## config.mk

```make
export PLATFORM = sky130hd
export DESIGN_NAME = pixel_color_format_converter
export DESIGN_NICKNAME = d
export VERILOG_FILES = /design/src/hdl/pcfc_pkg.sv /design/src/hdl/pcfc_unpack.sv /design/src/hdl/pcfc_pack.sv /design/src/hdl/pixel_color_format_converter.sv
export VERILOG_INCLUDE_DIRS = /design/src /design/src/hdl
export SDC_FILE = /design/constraint.sdc
export NUM_CORES = 1
export LEC_CHECK = 0
export BUFFER_PORTS_ARGS = -buffer_cell sky130_fd_sc_hd__buf_2
export CORE_UTILIZATION = 57
export DETAILED_ROUTE_END_ITERATION = 10
export GPL_ROUTABILITY_DRIVEN = 0
export GPL_TIMING_DRIVEN = 0
export PLACE_DENSITY_LB_ADDON = 0.05
export SLEW_MARGIN = 20
export SYNTH_ARGS = -nofsm -noshare
export SYNTH_HDL_FRONTEND = slang
export SYNTH_SLANG_ARGS = --single-unit
```

## constraint.sdc

```tcl
create_clock -name clk -period 6.6 [get_ports clk]
set_clock_uncertainty 0.15 [all_clocks]
set_input_delay 0.66 -clock clk [delete_from_list [all_inputs] [get_ports clk]]
set_output_delay 0.66 -clock clk [all_outputs]
set_load 0.01 [all_outputs]
```

## src/hdl/pixel_color_format_converter_assert.svh

```systemverilog
// Assertion macros for the pixel format converter.
// Each expects clk and rst_n in the scope where it is used.
`ifndef PIXEL_COLOR_FORMAT_CONVERTER_ASSERT_SVH
`define PIXEL_COLOR_FORMAT_CONVERTER_ASSERT_SVH

`ifndef SYNTH
`define PCFC_ASSERT_IMP(label, lhs, rhs) \
  label: assert property (@(posedge clk) disable iff (!rst_n) (lhs) |-> (rhs)) \
    else $error("pixel converter assertion failed");
`define PCFC_ASSERT_NXT(label, lhs, rhs) \
  label: assert property (@(posedge clk) disable iff (!rst_n) (lhs) |=> (rhs)) \
    else $error("pixel converter assertion failed");
`else
`define PCFC_ASSERT_IMP(label, lhs, rhs)
`define PCFC_ASSERT_NXT(label, lhs, rhs)
`endif

`endif

```

## src/hdl/pcfc_pkg.sv

```systemverilog
`timescale 1ns / 1ps
package pcfc_pkg;

  typedef logic [15:0] comp_t;

  typedef enum logic [2:0] {
    FMT_RGB   = 3'd0,
    FMT_RGBA  = 3'd1,
    FMT_BGR   = 3'd2,
    FMT_BGRA  = 3'd3,
    FMT_GRAY  = 3'd4,
    FMT_GRAYA = 3'd5
  } fmt_t;

  typedef enum logic [1:0] {
    REG_SRC_FMT  = 2'd0,
    REG_DST_FMT  = 2'd1,
    REG_SRC_WIDE = 2'd2,
    REG_DST_WIDE = 2'd3
  } reg_idx_t;

  // BT.601 luma weights in Q16
  localparam logic [15:0] WEIGHT_R = 16'd19595;
  localparam logic [15:0] WEIGHT_G = 16'd38469;
  localparam logic [15:0] WEIGHT_B = 16'd7471;

  typedef struct packed {
    comp_t comp_a;
    comp_t comp_b;
    comp_t comp_c;
    comp_t comp_d;
  } in_pix_t;

  typedef struct packed {
    comp_t      out_a;
    comp_t      out_b;
    comp_t      out_c;
    comp_t      out_d;
    logic [2:0] out_count;
  } out_pix_t;

  typedef struct packed {
    logic [2:0] src_fmt;
    logic [2:0] dst_fmt;
    logic       src_wide;
    logic       dst_wide;
  } cfg_t;

  typedef struct packed {
    comp_t       r;
    comp_t       g;
    comp_t       b;
    comp_t       alpha;
    comp_t       gray;
    logic        src_gray;
    logic [31:0] prod_r;
    logic [31:0] prod_g;
    logic [31:0] prod_b;
  } chan_t;

  // Undefined layout codes fall back to RGB
  function automatic fmt_t fix_fmt(logic [2:0] code);
    fmt_t f;
    case (code)
      FMT_RGBA:  f = FMT_RGBA;
      FMT_BGR:   f = FMT_BGR;
      FMT_BGRA:  f = FMT_BGRA;
      FMT_GRAY:  f = FMT_GRAY;
      FMT_GRAYA: f = FMT_GRAYA;
      default:   f = FMT_RGB;
    endcase
    return f;
  endfunction

  // Keep all 16 bits when wide, else only the low byte
  function automatic comp_t fit_comp(comp_t v, logic wide);
    return wide ? v : {8'h00, v[7:0]};
  endfunction

endpackage

```

## src/hdl/pcfc_unpack.sv

```systemverilog
`timescale 1ns / 1ps
module pcfc_unpack import pcfc_pkg::*; (
  input  logic    clk,
  input  logic    rst_n,
  input  logic    pix_valid,
  input  in_pix_t pix,
  input  cfg_t    cfg,
  output logic    chan_valid,
  output chan_t   chan
);

  logic  chan_valid_r;
  chan_t chan_r;
  chan_t chan_nxt;
  comp_t c0, c1, c2, c3;

  always_comb begin
    c0 = fit_comp(pix.comp_a, cfg.src_wide);
    c1 = fit_comp(pix.comp_b, cfg.src_wide);
    c2 = fit_comp(pix.comp_c, cfg.src_wide);
    c3 = fit_comp(pix.comp_d, cfg.src_wide);

    chan_nxt = '0;
    case (fix_fmt(cfg.src_fmt))
      FMT_RGBA: begin
        chan_nxt.r = c0; chan_nxt.g = c1; chan_nxt.b = c2; chan_nxt.alpha = c3;
      end
      FMT_BGR: begin
        chan_nxt.b = c0; chan_nxt.g = c1; chan_nxt.r = c2;
      end
      FMT_BGRA: begin
        chan_nxt.b = c0; chan_nxt.g = c1; chan_nxt.r = c2; chan_nxt.alpha = c3;
      end
      FMT_GRAY: begin
        chan_nxt.src_gray = 1'b1; chan_nxt.gray = c0;
      end
      FMT_GRAYA: begin
        chan_nxt.src_gray = 1'b1; chan_nxt.gray = c0; chan_nxt.alpha = c1;
      end
      default: begin
        chan_nxt.r = c0; chan_nxt.g = c1; chan_nxt.b = c2;
      end
    endcase

    // Gray source fans out into every color channel
    if (chan_nxt.src_gray) begin
      chan_nxt.r = chan_nxt.gray;
      chan_nxt.g = chan_nxt.gray;
      chan_nxt.b = chan_nxt.gray;
    end

    chan_nxt.prod_r = 32'(WEIGHT_R) * 32'(chan_nxt.r);
    chan_nxt.prod_g = 32'(WEIGHT_G) * 32'(chan_nxt.g);
    chan_nxt.prod_b = 32'(WEIGHT_B) * 32'(chan_nxt.b);
  end

  always_ff @(posedge clk) begin
    if (!rst_n) begin
      chan_valid_r <= 1'b0;
    end else begin
      chan_valid_r <= pix_valid;
    end
  end

  always_ff @(posedge clk) begin
    chan_r <= chan_nxt;
  end

  assign chan_valid = chan_valid_r;
  assign chan       = chan_r;

endmodule

```

## src/hdl/pcfc_pack.sv

```systemverilog
`timescale 1ns / 1ps
module pcfc_pack import pcfc_pkg::*; (
  input  logic     clk,
  input  logic     rst_n,
  input  logic     chan_valid,
  input  chan_t    chan,
  input  cfg_t     cfg,
  output logic     out_valid,
  output out_pix_t out_pix
);

  logic        out_valid_r;
  out_pix_t    out_pix_r;
  out_pix_t    out_pix_nxt;
  logic [33:0] luma_sum;
  comp_t       gray;
  comp_t       res0, res1, res2, res3;

  always_comb begin
    luma_sum = 34'(chan.prod_r) + 34'(chan.prod_g) + 34'(chan.prod_b);
    gray     = chan.src_gray ? chan.gray : luma_sum[31:16];

    res0 = '0;
    res1 = '0;
    res2 = '0;
    res3 = '0;
    out_pix_nxt.out_count = 3'd3;
    case (fix_fmt(cfg.dst_fmt))
      FMT_RGBA: begin
        res0 = chan.r; res1 = chan.g; res2 = chan.b; res3 = chan.alpha;
        out_pix_nxt.out_count = 3'd4;
      end
      FMT_BGR: begin
        res0 = chan.b; res1 = chan.g; res2 = chan.r;
        out_pix_nxt.out_count = 3'd3;
      end
      FMT_BGRA: begin
        res0 = chan.b; res1 = chan.g; res2 = chan.r; res3 = chan.alpha;
        out_pix_nxt.out_count = 3'd4;
      end
      FMT_GRAY: begin
        res0 = gray;
        out_pix_nxt.out_count = 3'd1;
      end
      FMT_GRAYA: begin
        res0 = gray; res1 = chan.alpha;
        out_pix_nxt.out_count = 3'd2;
      end
      default: begin
        res0 = chan.r; res1 = chan.g; res2 = chan.b;
        out_pix_nxt.out_count = 3'd3;
      end
    endcase

    out_pix_nxt.out_a = fit_comp(res0, cfg.dst_wide);
    out_pix_nxt.out_b = fit_comp(res1, cfg.dst_wide);
    out_pix_nxt.out_c = fit_comp(res2, cfg.dst_wide);
    out_pix_nxt.out_d = fit_comp(res3, cfg.dst_wide);
  end

  always_ff @(posedge clk) begin
    if (!rst_n) begin
      out_valid_r <= 1'b0;
    end else begin
      out_valid_r <= chan_valid;
    end
  end

  always_ff @(posedge clk) begin
    out_pix_r <= out_pix_nxt;
  end

  assign out_valid = out_valid_r;
  assign out_pix   = out_pix_r;

endmodule

```

## src/hdl/pixel_color_format_converter.sv

```systemverilog
`timescale 1ns / 1ps
// The start transfer reaches the out_valid strobe through the input register,
// the luma product register and the output register.
// Throughput: one pixel per cycle; busy stays low, results are never stalled.
// Reset (rst_n, synchronous): clears all layout registers to RGB/8-bit and
// drops every pixel in flight.
module pixel_color_format_converter import pcfc_pkg::*; (
  input  logic       clk,
  input  logic       rst_n,
  input  logic       start,
  output logic       busy,
  input  in_pix_t    in_pix,
  output logic       out_valid,
  output out_pix_t   out_pix,
  input  logic       cfg_we,
  input  logic [1:0] cfg_index,
  input  logic [2:0] cfg_data
);

  cfg_t    cfg_r;
  logic    in_valid_r;
  in_pix_t in_pix_r;
  logic    chan_valid;
  chan_t   chan;
  logic    accept;

  assign busy   = 1'b0;
  assign accept = start && !busy;

  always_ff @(posedge clk) begin
    if (!rst_n) begin
      cfg_r <= '0;
    end else if (cfg_we) begin
      case (reg_idx_t'(cfg_index))
        REG_SRC_FMT:  cfg_r.src_fmt  <= cfg_data;
        REG_DST_FMT:  cfg_r.dst_fmt  <= cfg_data;
        REG_SRC_WIDE: cfg_r.src_wide <= cfg_data[0];
        REG_DST_WIDE: cfg_r.dst_wide <= cfg_data[0];
        default: ;
      endcase
    end
  end

  always_ff @(posedge clk) begin
    if (!rst_n) begin
      in_valid_r <= 1'b0;
    end else begin
      in_valid_r <= accept;
    end
  end

  always_ff @(posedge clk) begin
    if (accept) begin
      in_pix_r <= in_pix;
    end
  end

  pcfc_unpack u_unpack (
    .clk        (clk),
    .rst_n      (rst_n),
    .pix_valid  (in_valid_r),
    .pix        (in_pix_r),
    .cfg        (cfg_r),
    .chan_valid (chan_valid),
    .chan       (chan)
  );

  pcfc_pack u_pack (
    .clk        (clk),
    .rst_n      (rst_n),
    .chan_valid (chan_valid),
    .chan       (chan),
    .cfg        (cfg_r),
    .out_valid  (out_valid),
    .out_pix    (out_pix)
  );

`include "pixel_color_format_converter_assert.svh"

  `PCFC_ASSERT_IMP(a_count_range, out_valid, out_pix.out_count >= 3'd1 && out_pix.out_count <= 3'd4)
  `PCFC_ASSERT_IMP(a_no_spurious, out_valid, $past(start && !busy, 3))
  `PCFC_ASSERT_IMP(a_no_drop, rst_n && start && !busy ##1 rst_n ##1 rst_n ##1 rst_n, out_valid)
  `PCFC_ASSERT_NXT(a_gray_count, out_valid && out_pix.out_count == 3'd1, !chan_valid || out_valid || cfg_r.dst_fmt == FMT_GRAY)

endmodule

```

==> flow_results.xml <==
<?xml version="1.0" encoding="UTF-8"?>
<metrics>
  <group name="clock_network">
    <metric name="htreeDepth" unit="">1</metric>
    <metric name="tritoncts" unit="">built</metric>
    <metric name="clock_path_buffers" unit="">3</metric>
    <metric name="ctsHoldBuffers" unit="">0</metric>
    <metric name="clock_transition_at_the_registers_of_the_reported_paths" unit="ns">0.07</metric>
    <metric name="cts_sinks" unit="">311</metric>
    <metric name="worst_skew_pair.late_latency" unit="ns">0.59</metric>
    <metric name="cts_made_buffers" unit="">30</metric>
    <metric name="clockRootBuffer" unit="">sky130_fd_sc_hd__clkbuf_16</metric>
  </group>
  <group name="drt">
    <metric name="detail_route.wirelength.met1" unit="µm">27300</metric>
    <metric name="drtPass1Iterations" unit="">7</metric>
    <metric name="wl_per_cell" unit="µm">20.3</metric>
    <metric name="finalWirelength" unit="µm">62200</metric>
    <metric name="routed-wl-met2" unit="µm">29700</metric>
    <metric name="met3WireLength" unit="µm">3690</metric>
    <metric name="routed.top_layer" unit="">met4</metric>
    <metric name="drt.antenna.violating_nets" unit="">0</metric>
    <metric name="drt_iter0_markers" unit="">1363</metric>
    <metric name="post-route-drc-count" unit="">0</metric>
    <metric name="dr_total_vias" unit="">17323</metric>
    <metric name="viasPerCell" unit="">5.65</metric>
  </group>
  <group name="floorplanning">
    <metric name="chipHeight" unit="µm">204</metric>
    <metric name="die_w" unit="µm">204</metric>
    <metric name="initial_utilization" unit="%">58.3</metric>
    <metric name="area_of_the_die" unit="mm²">0.0417</metric>
    <metric name="core_region_area" unit="mm²">0.0400</metric>
    <metric name="boundary_pins" unit="">142</metric>
    <metric name="row_count" unit="">73</metric>
  </group>
  <group name="synth">
    <metric name="synth-async-reset-ratio" unit="%">0</metric>
    <metric name="synth-seq-cells" unit="">311</metric>
    <metric name="syn-mean-instance-area" unit="µm²">10.2</metric>
    <metric name="syn_nets" unit="">2946</metric>
    <metric name="count_of_yosys_warnings_during_synthesis" unit="">0</metric>
    <metric name="netlist_area" unit="mm²">0.0233</metric>
    <metric name="synth_top_area_share" unit="%">21.2</metric>
    <metric name="syn-instance-count" unit="">2275</metric>
    <metric name="synth.lib_cells_used.distinct" unit="">76</metric>
    <metric name="synth.top_cells.by_area" unit="">sky130_fd_sc_hd__dfxtp_1 21%, sky130_fd_sc_hd__ha_1 21%, sky130_fd_sc_hd__fa_1 18%</metric>
    <metric name="yosysSeqAreaShare" unit="%">29.4</metric>
    <metric name="synth_top_cell_by_area" unit="">sky130_fd_sc_hd__dfxtp_1</metric>
    <metric name="synth_flop_cell" unit="">sky130_fd_sc_hd__dfxtp_1</metric>
    <metric name="number_of_enable_flip_flop_cells_after_synthesis" unit="">64</metric>
  </group>
  <group name="final_layout">
    <metric name="p_r_area_growth_vs_syn" unit="%">16.1</metric>
    <metric name="nFillCells" unit="">3186</metric>
    <metric name="share_of_final_layout_standard_cells_stronger_than_drive_strength_1" unit="%">16.2</metric>
    <metric name="finish.net_count" unit="">3184</metric>
  </group>
  <group name="critical_path">
    <metric name="timing.critical_path.fanout_max" unit="">9</metric>
    <metric name="cp.depth" unit="">28</metric>
    <metric name="crit_buf_inv" unit="">14</metric>
    <metric name="crit_path_end" unit="">u_unpack.chan[24]</metric>
    <metric name="timing.critical_path.to_type" unit="">flip-flop</metric>
    <metric name="worstSetupStartpoint" unit="">cfg_r[6]</metric>
    <metric name="critPathLaunchType" unit="">flip-flop</metric>
    <metric name="r2r_path_start" unit="">cfg_r[6]</metric>
    <metric name="timing.critical_path.required" unit="ns">6.96</metric>
    <metric name="regToRegEndpoint" unit="">u_unpack.chan[24]</metric>
    <metric name="criticalPathCategory" unit="">flip-flop to flip-flop</metric>
    <metric name="crit_family" unit="">adder cells</metric>
    <metric name="cpMostUsedCell" unit="">sky130_fd_sc_hd__buf_4</metric>
    <metric name="worst_ep_arrival_time" unit="ns">6.88</metric>
    <metric name="worst_r2r_path_depth" unit="">28</metric>
    <metric name="ff2ff_setup_slack" unit="ns">0.08</metric>
    <metric name="standard_cell_with_the_maximum_stage_delay_on_the_critical_path" unit="">sky130_fd_sc_hd__fa_1</metric>
    <metric name="timing.critical_path.slowest_cell_delay" unit="ns">0.60</metric>
  </group>
  <group name="pwr">
    <metric name="comb_power_share" unit="%">65.0</metric>
    <metric name="vdd_ir_drop_max" unit="mV">0.363</metric>
    <metric name="power_per_cell_area" unit="mW/mm²">449</metric>
    <metric name="total_leakage_power" unit="nW">13.7</metric>
    <metric name="total_chip_power" unit="mW">12.2</metric>
    <metric name="netSwitchingFraction" unit="%">45.8</metric>
    <metric name="net_switching" unit="mW">5.58</metric>
    <metric name="clock_share_of_power" unit="%">14.3</metric>
    <metric name="sequentialPowerShare" unit="%">20.7</metric>
    <metric name="p_int" unit="mW">6.59</metric>
  </group>
  <group name="sta">
    <metric name="timing_hold_violations_final" unit="">0</metric>
    <metric name="timing.final.ws_setup" unit="ns">0.0819</metric>
    <metric name="slew_headroom" unit="%">33.1</metric>
    <metric name="timing.setup.tns" unit="ns">0</metric>
    <metric name="grt_setup_unrepaired" unit="">true</metric>
    <metric name="clock.fmax" unit="MHz">153</metric>
    <metric name="min_period_over_period" unit="%">98.8</metric>
    <metric name="setup_violations" unit="">0</metric>
    <metric name="min_period" unit="ns">6.52</metric>
    <metric name="finalHoldWorstSlack" unit="ns">0.0902</metric>
    <metric name="transition_time_at_the_pin_with_the_least_slew_margin" unit="ns">0.995</metric>
    <metric name="maxSlewViolCount" unit="">0</metric>
  </group>
  <group name="placement">
    <metric name="detail_placement_hpwl" unit="µm">50500</metric>
    <metric name="pre_cts_slack" unit="ns">-1.23</metric>
    <metric name="port_buffers" unit="">140</metric>
  </group>
  <group name="run_status">
    <metric name="status" unit="">complete, no violations</metric>
  </group>
  <group name="global_routing">
    <metric name="grt-ovfl-total" unit="">0</metric>
    <metric name="global_route_wire_length_before_repair" unit="µm">95800</metric>
    <metric name="grt_antenna_before_repair" unit="">3</metric>
    <metric name="overall_routing_resource_usage" unit="%">30.1</metric>
    <metric name="grt_max_degree" unit="">57</metric>
    <metric name="grt_pass1_vias" unit="">17450</metric>
  </group>
  <group name="worst_hold_path">
    <metric name="timing.hold.worst.class" unit="">input port to flip-flop</metric>
    <metric name="timing.hold.worst_path_depth" unit="">1</metric>
  </group>
  <group name="run">
    <metric name="cap_viol_max_count" unit="">0</metric>
  </group>
</metrics>
==> worst min-delay path by stage <==
stage | startpoint | end | slack [ns]
floorplan | u_unpack.chan_valid | u_pack.out_valid | 0.26
global placement | in_valid_r | u_unpack.chan_valid | 0.27
detailed placement | in_valid_r | u_unpack.chan_valid | 0.28
CTS | in_pix[53] | in_pix_r[53] | 0.07
global route | in_pix[39] | in_pix_r[39] | 0.08
finish | in_pix[58] | in_pix_r[58] | 0.09
==> cells in the final DEF (no fill, tap or decap), types with 22 or more instances in the layout <==
master / n
sky130_fd_sc_hd__and2_1: 32
sky130_fd_sc_hd__a21oi_1: 93
sky130_fd_sc_hd__nand2_1: 65
sky130_fd_sc_hd__xnor2_1: 43
sky130_fd_sc_hd__buf_2: 140
sky130_fd_sc_hd__a22oi_1: 22
sky130_fd_sc_hd__nor2b_1: 30
sky130_fd_sc_hd__dfxtp_1: 245
sky130_fd_sc_hd__clkbuf_16: 33
sky130_fd_sc_hd__clkbuf_1: 27
sky130_fd_sc_hd__inv_1: 417
sky130_fd_sc_hd__a21o_1: 43
sky130_fd_sc_hd__o21ai_0: 48
sky130_fd_sc_hd__nor2_1: 72
sky130_fd_sc_hd__nand3_1: 59
sky130_fd_sc_hd__nor3_1: 25
sky130_fd_sc_hd__ha_1: 364
sky130_fd_sc_hd__a22o_1: 27
sky130_fd_sc_hd__fa_1: 204
sky130_fd_sc_hd__and3_1: 27
sky130_fd_sc_hd__edfxtp_1: 64
sky130_fd_sc_hd__buf_4: 69
==> what timing repair did <==
item                                    CTS  global route
hold endpoints to repair                  0             0
buffers inserted                         21            41
endpoints found under the setup margin   48            26
gates resized for setup                 111           102
cloned                                    0             1
pin swaps                                18            51
==> flip-flops by register name (all words and copies together) (netlist names) <==
signal and cells:
u_unpack.chan 169, u_pack.out_valid 1, u_pack.out_pix 67, cfg_r 8, u_unpack.chan_valid 1, in_valid_r 1
in_pix_r 64
==> synthesized netlist by cell type, types with 4 or more instances <==
| cell type | number |
|---|---|
| sky130_fd_sc_hd__nor3_1 | 26 |
| sky130_fd_sc_hd__o211ai_1 | 11 |
| sky130_fd_sc_hd__inv_1 | 435 |
| sky130_fd_sc_hd__nand2b_1 | 21 |
| sky130_fd_sc_hd__and2_1 | 39 |
| sky130_fd_sc_hd__a221oi_1 | 5 |
| sky130_fd_sc_hd__a21oi_1 | 100 |
| sky130_fd_sc_hd__clkbuf_1 | 36 |
| sky130_fd_sc_hd__a22oi_1 | 24 |
| sky130_fd_sc_hd__o21ai_0 | 55 |
| sky130_fd_sc_hd__xnor2_1 | 45 |
| sky130_fd_sc_hd__nand3_1 | 60 |
| sky130_fd_sc_hd__o31a_1 | 5 |
| sky130_fd_sc_hd__a211oi_1 | 17 |
| sky130_fd_sc_hd__ha_1 | 389 |
| sky130_fd_sc_hd__nand2_1 | 75 |
| sky130_fd_sc_hd__a31oi_1 | 10 |
| sky130_fd_sc_hd__and3_1 | 28 |
| sky130_fd_sc_hd__xor2_1 | 24 |
| sky130_fd_sc_hd__nor3b_1 | 12 |
| sky130_fd_sc_hd__nor2b_1 | 33 |
| sky130_fd_sc_hd__nand4_1 | 5 |
| sky130_fd_sc_hd__a22o_1 | 32 |
| sky130_fd_sc_hd__nor2_1 | 76 |
| sky130_fd_sc_hd__edfxtp_1 | 64 |
| sky130_fd_sc_hd__or3_1 | 10 |
| sky130_fd_sc_hd__mux2i_1 | 9 |
| sky130_fd_sc_hd__nand3b_1 | 5 |
| sky130_fd_sc_hd__a21boi_0 | 10 |
| sky130_fd_sc_hd__fa_1 | 209 |
| sky130_fd_sc_hd__o21bai_1 | 11 |
| sky130_fd_sc_hd__o31ai_1 | 8 |
| sky130_fd_sc_hd__a222oi_1 | 9 |
| sky130_fd_sc_hd__a21o_1 | 46 |
| sky130_fd_sc_hd__o2111ai_1 | 5 |
| sky130_fd_sc_hd__dfxtp_1 | 247 |
| sky130_fd_sc_hd__o21a_1 | 18 |
| sky130_fd_sc_hd__a211o_1 | 4 |
==> cells by family (layout without fill, tap and decap cells) <==
logic type | count (synthesis) | count (layout) | share of synthesized area [%]
other | 1 | 3 | 0.0161
AO/OA/AOI/OAI | 402 | 402 | 11.9
multiplexers | 10 | 10 | 0.435
AND/OR/NAND/NOR | 407 | 407 | 9.07
adder cells (fa/ha/maj) | 598 | 598 | 38.8
buffers and inverters | 477 | 739 | 7.71
XOR/XNOR | 69 | 69 | 2.59
flip-flops | 311 | 311 | 29.4
==> per-stage QoR <==
step / utilization (%) / cell area, µm² / instances
after global routing: 67.7 / 27100 / 3064
after CTS: 65.9 / 26400 / 3021
after detailed placement: 61.9 / 24800 / 2947
after floorplan: - / 23300 / 2275
after global placement: 61.7 / 24700 / 2940
final: 67.7 / 27100 / 3064
==> worst register-to-register path: cells and delay by family, from the launching register on <==
family / cells / cell delay (ns)
fa+ha+maj: 7 / 3.21
simple gates: 1 / 0.08
buf+inv: 14 / 1.50
flops: 1 / 0.37
compound gates: 6 / 1.10
==> routing by layer <==
metal,global-route usage (%),up-vias
met2,50.4,550
li1,-,8159
met3,4.11,99
met5,0,-
met4,8.10,0
met1,40.9,8515
==> layout make-up <==
class	instances	area [µm²]	area share, %
flip-flops and latches	311	6870	25.4
well taps	525	657	2.43
clock inverters	17	163	0.601
multi-input cells	1487	15400	56.8
clock buffers	39	857	3.17
repair buffers	210	1280	4.73
plain buffers	36	209	0.772
diodes	2	5.00	0.0185
inverters	437	1660	6.13
==> power by group through the flow <==
stage          clock, mW  combinational, mW  sequential (mW)
2_1_floorplan          0               5.19             2.47
3_3_place_gp           0               6.87             2.56
3_5_place_dp           0               7.03             2.56
4_1_cts             1.76               7.34             2.52
5_1_grt             1.84               8.79             2.55
6_report            1.74               7.91             2.52
No activity file was read; power rests on OpenSTA's default activity.
